## src/rtl/lrast_pkg.sv

```systemverilog
// ----------------------------------------------------------------------------
// lrast_pkg
// Shared types and constants for the line rasterizer: request and pixel
// payloads, controller/datapath command and status groups, and state codes.
// ----------------------------------------------------------------------------
package lrast_pkg;

    // Pixel grid coordinate width and the remainder accumulator width.
    localparam int COORD_BITS = 5;
    localparam int REM_BITS   = COORD_BITS + 1;
    localparam int COLOR_BITS = 32;

    typedef logic [COORD_BITS-1:0] coord_t;
    typedef logic [REM_BITS-1:0]   rem_t;
    typedef logic [COLOR_BITS-1:0] color_t;

    // One line request: two endpoints and a color.
    typedef struct packed {
        coord_t start_x;
        coord_t start_y;
        coord_t end_x;
        coord_t end_y;
        color_t line_color;
    } lrast_in_t;

    // One emitted pixel.
    typedef struct packed {
        coord_t pixel_x;
        coord_t pixel_y;
        color_t pixel_color;
        logic   last;
    } lrast_out_t;

    // Controller commands to the datapath.
    typedef struct packed {
        logic load;   // latch a new line request
        logic step;   // emit the current pixel and advance
    } lrast_cmd_t;

    // Datapath status back to the controller.
    typedef struct packed {
        logic degenerate;  // request on the input has equal endpoints
        logic last;        // current pixel is the final one of the line
    } lrast_status_t;

    // Controller states.
    typedef enum logic {
        ST_IDLE,
        ST_RUN
    } lrast_state_t;

    // Kind of line being walked.
    typedef enum logic [1:0] {
        MODE_VERT,
        MODE_HORZ,
        MODE_SLOPE
    } lrast_mode_t;

endpackage

```

## src/rtl/lrast_ctrl.sv

```systemverilog
// ----------------------------------------------------------------------------
// lrast_ctrl
// Controller for the line rasterizer: accepts line requests, sequences the
// datapath one pixel per cycle while the output register is free, and owns the output valid flag.
// ----------------------------------------------------------------------------
module lrast_ctrl (
    input  logic                   aclk,
    input  logic                   aresetn,
    input  logic                   s_valid,
    output logic                   s_ready,
    output logic                   m_valid,
    input  logic                   m_ready,
    input  lrast_pkg::lrast_status_t status,
    output lrast_pkg::lrast_cmd_t    cmd
);
    import lrast_pkg::*;

    lrast_state_t state_reg;
    lrast_state_t state_next;
    logic         m_valid_reg;
    logic         m_valid_next;
    logic         out_free;

    // State and output valid registers.
    always_ff @(posedge aclk) begin
        if (!aresetn) begin
            state_reg   <= ST_IDLE;
            m_valid_reg <= 1'b0;
        end else begin
            state_reg   <= state_next;
            m_valid_reg <= m_valid_next;
        end
    end

    // The output register can take a new pixel when empty or being drained.
    assign out_free = !m_valid_reg || m_ready;

    // Next state and commands.
    always_comb begin
        state_next = state_reg;
        cmd        = '0;
        s_ready    = 1'b0;
        unique case (state_reg)
            ST_IDLE: begin
                s_ready = 1'b1;
                if (s_valid) begin
                    cmd.load = 1'b1;
                    if (!status.degenerate) begin
                        state_next = ST_RUN;
                    end
                end
            end
            ST_RUN: begin
                if (out_free) begin
                    cmd.step = 1'b1;
                    if (status.last) begin
                        state_next = ST_IDLE;
                    end
                end
            end
            default: begin
                state_next = ST_IDLE;
            end
        endcase
    end

    // Output valid sets on each emitted pixel and clears when taken.
    always_comb begin
        if (cmd.step) begin
            m_valid_next = 1'b1;
        end else if (m_ready) begin
            m_valid_next = 1'b0;
        end else begin
            m_valid_next = m_valid_reg;
        end
    end

    assign m_valid = m_valid_reg;

endmodule

```

## src/rtl/lrast_dpath.sv

```systemverilog
// ----------------------------------------------------------------------------
// lrast_dpath
// Datapath for the line rasterizer: holds the line, walks it with an exact
// remainder accumulator, and registers each emitted pixel.
// ----------------------------------------------------------------------------
module lrast_dpath (
    input  logic                     aclk,
    input  lrast_pkg::lrast_in_t     s_data,
    input  lrast_pkg::lrast_cmd_t    cmd,
    output lrast_pkg::lrast_status_t status,
    output lrast_pkg::lrast_out_t    m_data
);
    import lrast_pkg::*;

    lrast_mode_t mode_reg;
    coord_t      col_reg;
    coord_t      row_reg;
    coord_t      end_x_reg;
    coord_t      end_y_reg;
    coord_t      adx_reg;
    coord_t      ady_reg;
    logic        sx_neg_reg;
    logic        sy_neg_reg;
    rem_t        rem_reg;
    color_t      color_reg;
    lrast_out_t  out_reg;

    lrast_mode_t mode_in;
    coord_t      adx_in;
    coord_t      ady_in;
    coord_t      col_adv;
    coord_t      row_adv;
    logic        rem_ge;
    rem_t        rem_sub;
    coord_t      row_sl;
    logic        fill;
    rem_t        rem_sl;
    coord_t      col_sl;
    logic        cur_last;

    // Classify the incoming request and take the endpoint distances.
    always_comb begin
        adx_in = (s_data.end_x > s_data.start_x) ? s_data.end_x - s_data.start_x
                                                 : s_data.start_x - s_data.end_x;
        ady_in = (s_data.end_y > s_data.start_y) ? s_data.end_y - s_data.start_y
                                                 : s_data.start_y - s_data.end_y;
        if (s_data.start_x == s_data.end_x) begin
            mode_in = MODE_VERT;
        end else if (s_data.start_y == s_data.end_y) begin
            mode_in = MODE_HORZ;
        end else begin
            mode_in = MODE_SLOPE;
        end
    end

    assign status.degenerate = (s_data.start_x == s_data.end_x) &&
                               (s_data.start_y == s_data.end_y);

    // Unit steps in the direction of the end point.
    assign col_adv = sx_neg_reg ? col_reg - coord_t'(1) : col_reg + coord_t'(1);
    assign row_adv = sy_neg_reg ? row_reg - coord_t'(1) : row_reg + coord_t'(1);

    // Sloped walk: one subtract of the column distance moves one row. If the
    // remainder still reaches the distance, the new row is a gap fill in the
    // same column; otherwise the walk moves to the next column.
    always_comb begin
        rem_ge  = rem_reg >= {1'b0, adx_reg};
        rem_sub = rem_ge ? rem_reg - {1'b0, adx_reg} : rem_reg;
        row_sl  = rem_ge ? row_adv : row_reg;
        fill    = rem_sub >= {1'b0, adx_reg};
        col_sl  = fill ? col_reg : col_adv;
        rem_sl  = fill ? rem_sub : rem_sub + {1'b0, ady_reg};
    end

    // Final pixel detection: axis lines stop before the end point.
    always_comb begin
        unique case (mode_reg)
            MODE_VERT:  cur_last = (row_adv == end_y_reg);
            MODE_HORZ:  cur_last = (col_adv == end_x_reg);
            MODE_SLOPE: cur_last = (col_reg == end_x_reg);
            default:    cur_last = 1'b1;
        endcase
    end

    assign status.last = cur_last;

    // Line registers and walk position.
    always_ff @(posedge aclk) begin
        if (cmd.load) begin
            mode_reg   <= mode_in;
            col_reg    <= s_data.start_x;
            row_reg    <= s_data.start_y;
            end_x_reg  <= s_data.end_x;
            end_y_reg  <= s_data.end_y;
            adx_reg    <= adx_in;
            ady_reg    <= ady_in;
            sx_neg_reg <= s_data.end_x < s_data.start_x;
            sy_neg_reg <= s_data.end_y < s_data.start_y;
            rem_reg    <= {1'b0, ady_in};
            color_reg  <= s_data.line_color;
        end else if (cmd.step) begin
            unique case (mode_reg)
                MODE_VERT: begin
                    row_reg <= row_adv;
                end
                MODE_HORZ: begin
                    col_reg <= col_adv;
                end
                default: begin
                    col_reg <= col_sl;
                    row_reg <= row_sl;
                    rem_reg <= rem_sl;
                end
            endcase
        end
    end

    // Output pixel register.
    always_ff @(posedge aclk) begin
        if (cmd.step) begin
            out_reg.pixel_x     <= col_reg;
            out_reg.pixel_y     <= row_reg;
            out_reg.pixel_color <= color_reg;
            out_reg.last        <= cur_last;
        end
    end

    assign m_data = out_reg;

endmodule

```

## src/rtl/line_rasterizer.sv

```systemverilog
// ----------------------------------------------------------------------------
// line_rasterizer
// Turns one line request (two endpoints and a color) into its pixels, in
// order, with the last flag on the final pixel.
//
//   Channel   Direction  Handshake          Payload
//   s_        in         s_valid/s_ready    lrast_in_t  (one line)
//   m_        out        m_valid/m_ready    lrast_out_t (one pixel)
//
// A line is taken from the input in ST_IDLE, then the walk loop of the datapath
// emits one pixel per cycle while m_ready does not stall the output.
// A line with equal endpoints is taken and emits nothing.
// A new request is taken only once the previous line's last pixel has been
// loaded into the output register; that pixel may still wait there.
// A stall on m_ready holds the walk; no pixel is dropped or repeated.
// Reset is synchronous on aresetn low and empties the output register.
// ----------------------------------------------------------------------------
module line_rasterizer (
    input  logic                 aclk,
    input  logic                 aresetn,
    input  logic                 s_valid,
    output logic                 s_ready,
    input  lrast_pkg::lrast_in_t  s_data,
    output logic                 m_valid,
    input  logic                 m_ready,
    output lrast_pkg::lrast_out_t m_data
);
    import lrast_pkg::*;

    lrast_cmd_t    cmd;
    lrast_status_t status;

    // Sequencing of requests and pixels.
    lrast_ctrl u_ctrl (
        .aclk    (aclk),
        .aresetn (aresetn),
        .s_valid (s_valid),
        .s_ready (s_ready),
        .m_valid (m_valid),
        .m_ready (m_ready),
        .status  (status),
        .cmd     (cmd)
    );

    // Line walk and pixel register.
    lrast_dpath u_dpath (
        .aclk   (aclk),
        .s_data (s_data),
        .cmd    (cmd),
        .status (status),
        .m_data (m_data)
    );

endmodule

```

## config.mk

```make
export PLATFORM = sky130hd
export DESIGN_NAME = line_rasterizer
export DESIGN_NICKNAME = d
export VERILOG_FILES = /design/src/rtl/lrast_pkg.sv /design/src/rtl/lrast_ctrl.sv /design/src/rtl/lrast_dpath.sv /design/src/rtl/line_rasterizer.sv
export SDC_FILE = /design/constraint.sdc
export NUM_CORES = 1
export LEC_CHECK = 0
export BUFFER_PORTS_ARGS = -buffer_cell sky130_fd_sc_hd__buf_2
export CORE_MARGIN = 2
export CORE_UTILIZATION = 44
export CTS_BUF_LIST = sky130_fd_sc_hd__clkbuf_8
export CTS_CLUSTER_SIZE = 24
export DETAILED_ROUTE_END_ITERATION = 6
export MAX_ROUTING_LAYER = met4
export PLACE_DENSITY = 0.65
export SLEW_MARGIN = 5
export SYNTH_ARGS = -nofsm -noshare
export SYNTH_HDL_FRONTEND = slang
export SYNTH_SLANG_ARGS = --single-unit
```

## constraint.sdc

```tcl
create_clock -name aclk -period 4.9 [get_ports aclk]
set_input_delay 0.49 -clock aclk [delete_from_list [all_inputs] [get_ports aclk]]
set_output_delay 0.49 -clock aclk [all_outputs]
set_load 0.01 [all_outputs]
```

# After elaboration in Yosys (flattened, before gate mapping)
# Index checks and enable logic that the tools add are counted.
# totals
regBits,117
in_bits,56
# classes
n_addsub,10
order_cmp,6
n_eq_ne,11
mux,31
bitwise_logic,2
n_reduce_logical,12
# op_table
operator,n
2-to-1 mux 5 bit,13
equality test 5 bit,5
case mux 5 bit (2 select lines),2
subtractor 5 bit,4
>= comparator 6 x 5 -> 1 bit,2
2-to-1 mux 6 bit,2
2-to-1 mux 1 bit,11
"adder 5 x 1 -> 5 bit, second input constant",2
> comparator 5 bit,2
less-than comparator 5 bit,2
"subtractor 5 x 1 -> 5 bit, second input constant",2
adder 6 x 5 -> 6 bit,1
AND reduction 3 bit,2
subtractor 6 x 5 -> 6 bit,1
"inequality test 2 bit, second input constant",2
AND reduction 2 bit,2
nonzero test 2 bit,2
"inequality test 3 bit, second input constant",1
case mux 1 bit (3 select lines),1
nonzero test 3 bit,1
"equality test 2 x 1 -> 1 bit, second input constant",1
"equality test 2 bit, second input constant",1
zero test 2 bit,1
2-to-1 mux 2 bit,1
7 further kinds,8

# Logic depth before layout (Yosys ltp)
# depth
depth_word,7
ltp_mapped,16

# Hierarchy
# From an unflattened synthesis, not the netlist that was laid out.
# unflattened
hier_cells,408
hier_area_um2,5703.0
# modules_own_cells
module,n_inst,cells_per_inst,area_each_um2,seq_area_each_um2
lrast_dpath,1,397,5596.6,3443.3
lrast_ctrl,1,11,106.4,40.0

# Least setup slack after synthesis
# No wires, ideal clock.
# synth_timing
kind,flip-flop to flip-flop
startpoint,register u_dpath.rem_reg[0]
endpoint,register u_dpath.col_reg[0] (enable)
setup_time_ps,376
arrival_time_ps,3387
path_slack_ps,1137
stages_incl_launch_ff,16
path_cell_list,edfxtp_1 -> inv_1 -> ha_1 -> inv_1 -> fa_1 -> a21o_1 -> a22o_1 -> nor2_2 -> mux2_2 -> ha_1 -> a21oi_1 -> o21ai_0 -> a21o_1 -> nand2_1 -> a31oi_1 -> o31ai_1
# synth_between
elab_chain_len,5
elab_cells_between_ends,6
# synth_rtl
item,line_no,rtl
start: declaration,lrast_dpath.sv:24,rem_t rem_reg;
start signal: assignment,lrast_dpath.sv:99,"rem_reg <= {1'b0, ady_in};"
start signal: assignment,lrast_dpath.sv:112,rem_reg <= rem_sl;
subtractor 6 x 5 -> 6 bit or >= comparator 6 x 5 -> 1 bit (tied branches),"lrast_dpath.sv:68, lrast_dpath.sv:67",
2-to-1 mux 6 bit (*),lrast_dpath.sv:68,"rem_sub = rem_ge ? rem_reg - {1'b0, adx_reg} : rem_reg;"
>= comparator 6 x 5 -> 1 bit (*),lrast_dpath.sv:70,"fill = rem_sub >= {1'b0, adx_reg};"
inequality test 3 bit (no line) (*),n/a,
AND reduction 3 bit (no line) (*),n/a,
end signal: assignment,lrast_dpath.sv:91,col_reg <= s_data.start_x;
end signal: assignment,lrast_dpath.sv:107,col_reg <= col_adv;
end signal: assignment,lrast_dpath.sv:110,col_reg <= col_sl;
end: declaration,lrast_dpath.sv:16,coord_t col_reg;
# Every way passes the cells marked *; elsewhere a longest branch is shown, timed or not.
# A chain may end at the register's enable or synchronous reset.

# Final worst setup path
# layout_timing
startpoint,register u_dpath.rem_reg[0]
endpoint,register u_dpath.col_reg[1] (enable)
# Same word-level chain as after synthesis.

==> run_results.csv <==
group,metric,value,unit
cts,clkLatencyLatePin,0.42,ns
setup_path,start_kind,"register",
global_route,grt_pass1_wl,18100,microns
power_and_ir_drop,p_sw_frac,0.340,
run_status,status,"finished, final reports clean",
yosys,synth_mux_area_frac,0.0254,
finish,largest_reg_flops,43,
yosys,yosysWarnings,0,
die,start_util,0.452,
setup_path,path_cells,"inv_1 > ha_1 > inv_1 > fa_1 > a21o_1 > a22o_1 > nor2_2 > mux2_2 > ha_1 > a21oi_1 > o21ai_0 > a21o_1 > nand2_1 > a31oi_1 > o31ai_1",
power_and_ir_drop,p_seq_frac,0.374,
yosys,synth.avg_cell_area,14.0,sq um
setup_path,worst-setup-path-type,"register to register",
die,rows,41,
finish,drive_above_1_share,0.270,
timing,setup_viol,0,
finish,nNetsFinal,634,
cts,clk_pin_slew,0.07,ns
yosys,synth_edf_count,114,
timing,fmax,237,MHz
setup_path,max_stage_delay,0.64,ns
timing,finalClockSkew,0.00969,ns
yosys,ys.flop_type,"edfxtp_1",
global_route,grt_max_degree,49,
placement,portBuffers,100,
finish,fin_util,0.541,
setup_path,critPathBufInv,2,
timing,hold_viol,0,
setup_path,worstPathArrival,4.27,ns
cts,hold_buffers,0,
timing,fin_crit_sh,0.861,
power_and_ir_drop,peakVddDrop,219,uV
hold_path,hold_path.class,"input port to register",
setup_path,crit_path_max_fanout,5,
placement,place.gp.congestion,0.807,
die,die_h,118,microns
drt,drc,0,
finish,area_growth,19.8,%
timing,slew_viol_final,0,
timing,tns,0,ns
global_route,grt-ovfl-total,0,
yosys,syn_inst,409,
flow_run,maxCapViolCount,0,
setup_path,r2r-start,"u_dpath.rem_reg[0]$_DFFE_PP_",
drt,firstDrtPassIters,4,
timing,rsz0062_at_grt,"no",
timing,worst_pin_slew,0.951,ns
yosys,synth_compound_area_frac,0.115,
global_route,antenna_found_initial,0,
power_and_ir_drop,p_total,3.73,mW
power_and_ir_drop,internal_power,2.46,mW
drt,drt.antenna.violating_nets,0,
yosys,async_flop_share,0,
power_and_ir_drop,p_sw,1.27,mW
yosys,syn_area,5720,sq um
yosys,synth_adder_area_share,0.122,
yosys,synthSimpleGateAreaFrac,0.0558,
placement,hpwlAfterDp,8100,microns
cts,cts_setup_buffers,0,
power_and_ir_drop,comb_power_share,0.382,
setup_path,startpoint,"u_dpath.rem_reg[0]$_DFFE_PP_",
drt,drtIter0Drc,221,
global_route,track_usage,0.172,
die,io_pins,101,
die,core,12700,sq um
drt,viasPerCell,4.99,
placement,dp.cells,680,
setup_path,critPathSlowestCell,"o31ai_1",
setup_path,path_delay_family,"compound AO/OA/AOI/OAI gates",
timing,maxSlewHeadroom,0.366,
cts,numCtsBuffers,17,
global_route,grt_pass1_vias,3608,
yosys,yosysSeqAreaShare,0.609,
setup_path,required,4.95,ns
cts,htreeDepth,4,
yosys,synth_top_family_by_area,"adder cells",
cts,numClockSinks,117,
drt,drt_wl_total,10800,microns
timing,period_needed,4.22,ns
power_and_ir_drop,p_per_area,543,nW/um^2
yosys,synth-seq-cells,117,
hold_path,min-delay-start,"s_data[5]",
die,dieArea,13900,sq um
yosys,synth_xor_area_frac,0.0444,
drt,wl_per_cell,15.2,microns
setup_path,crit_path_end_kind,"register",
cts,cts_repair_resize_count,0,
cts,clk_path_buf_depth,2,
die,die_w,118,microns
power_and_ir_drop,pwr-share-clk,0.244,
yosys,ys_types,54,
drt,vias,3552,
finish,n_antenna_cell,0,
cts,root_buffer,"clkbuf_8",
power_and_ir_drop,p_leak,2.86,nW
cts,cts_tree,"built",
finish,fin_cells,712,
yosys,syn_nets,516,
[worst paths after layout]
check	cells past startpoint	slack (ns)	end
hold reg to reg	0	0.41	u_dpath.m_data[4]$_DFFE_PP_
setup / recovery	15	0.68	u_dpath.col_reg[1]$_DFFE_PP_
setup reg to reg	15	0.68	u_dpath.col_reg[1]$_DFFE_PP_
hold / removal	1	0.24	u_dpath.color_reg[5]$_DFFE_PP_
[layout make-up]
| cell class | instances | area (sq um) |
|---|---|---|
| clock inverters | 15 | 180 |
| flip-flops and latches | 117 | 3480 |
| fillers | 1060 | 5820 |
| inverters | 41 | 154 |
| multi-input cells | 248 | 2070 |
| clock buffers | 17 | 234 |
| repair buffers | 102 | 515 |
| well taps | 172 | 215 |
[power by group through the flow]
| stage | registers, mW | logic (mW) | clock network (mW) |
|---|---|---|---|
| 2_1_floorplan | 1.42 | 1.08 | 0 |
| 3_3_place_gp | 1.41 | 1.38 | 0 |
| 3_5_place_dp | 1.42 | 1.40 | 0 |
| 4_1_cts | 1.40 | 1.42 | 0.929 |
| 5_1_grt | 1.41 | 1.60 | 0.970 |
| 6_report | 1.39 | 1.42 | 0.909 |
[cell usage after synthesis, drive strengths merged, types with 2 or more instances]
cell,n,share of area
a31o,2,0.0031
nand3,5,0.0044
nor2b,6,0.0079
or3,2,0.0022
a211oi,2,0.0026
mux2,4,0.0079
and3,4,0.0044
o21ai,14,0.012
a31oi,4,0.0044
xor2,15,0.023
o41ai,2,0.0031
o31ai,6,0.0079
fa,8,0.028
ha,43,0.094
nor2,17,0.012
xnor2,14,0.021
o21a,7,0.0094
clkbuf,2,0.0013
nor3b,2,0.0026
nor3,2,0.0017
nand2b,3,0.0033
edfxtp,114,0.60
a21oi,25,0.023
mux2i,10,0.017
a21o,14,0.018
and2,2,0.0022
inv,40,0.026
nand2,13,0.0085
dfxtp,3,0.010
a22o,3,0.0046
a41oi,2,0.0031
o31a,2,0.0046
[cells by family after synthesis]
| family | count (synthesis) |
|---|---|
| simple gates | 61 |
| compound gates | 93 |
| flops | 117 |
| fa+ha+maj | 51 |
| buf+inv | 44 |
| xor+xnor | 29 |
| mux | 14 |
[placed cells by master (no fill, tap or decap), types with 3 or more instances in the layout]
| master | n |
|---|---|
| mux2_2 | 4 |
| ha_1 | 43 |
| mux2i_1 | 10 |
| nor2b_1 | 5 |
| nand2_1 | 13 |
| edfxtp_1 | 114 |
| a21oi_1 | 24 |
| clkbuf_8 | 17 |
| fa_1 | 8 |
| nor2_1 | 15 |
| o21ai_0 | 14 |
| o21a_1 | 6 |
| nand2b_1 | 3 |
| inv_6 | 3 |
| nand3_1 | 5 |
| a22o_1 | 3 |
| a31oi_1 | 4 |
| a21o_1 | 14 |
| clkinv_4 | 4 |
| bufinv_16 | 3 |
| o31ai_1 | 6 |
| and3_1 | 4 |
| buf_2 | 100 |
| xnor2_1 | 14 |
| dfxtp_1 | 3 |
| inv_1 | 40 |
| xor2_1 | 15 |
[metrics by stage]
stage               hold slack [ns]  area, sq um  setup WS, ns
finish                        0.240         6850         0.682
CTS                           0.212         6850         0.660
global route                  0.212         6850         0.294
global placement              0.402         6440         0.784
floorplan                     0.400         5720          1.14
detailed placement            0.405         6440         0.693
[per-layer routing]
layer | wire, microns | global-route usage
met5 | 0 | -
met4 | 206 | 0.0776
met3 | 498 | 0.0392
met2 | 5150 | 0.271
met1 | 4980 | 0.214
No activity file was read; power rests on OpenSTA's default activity.
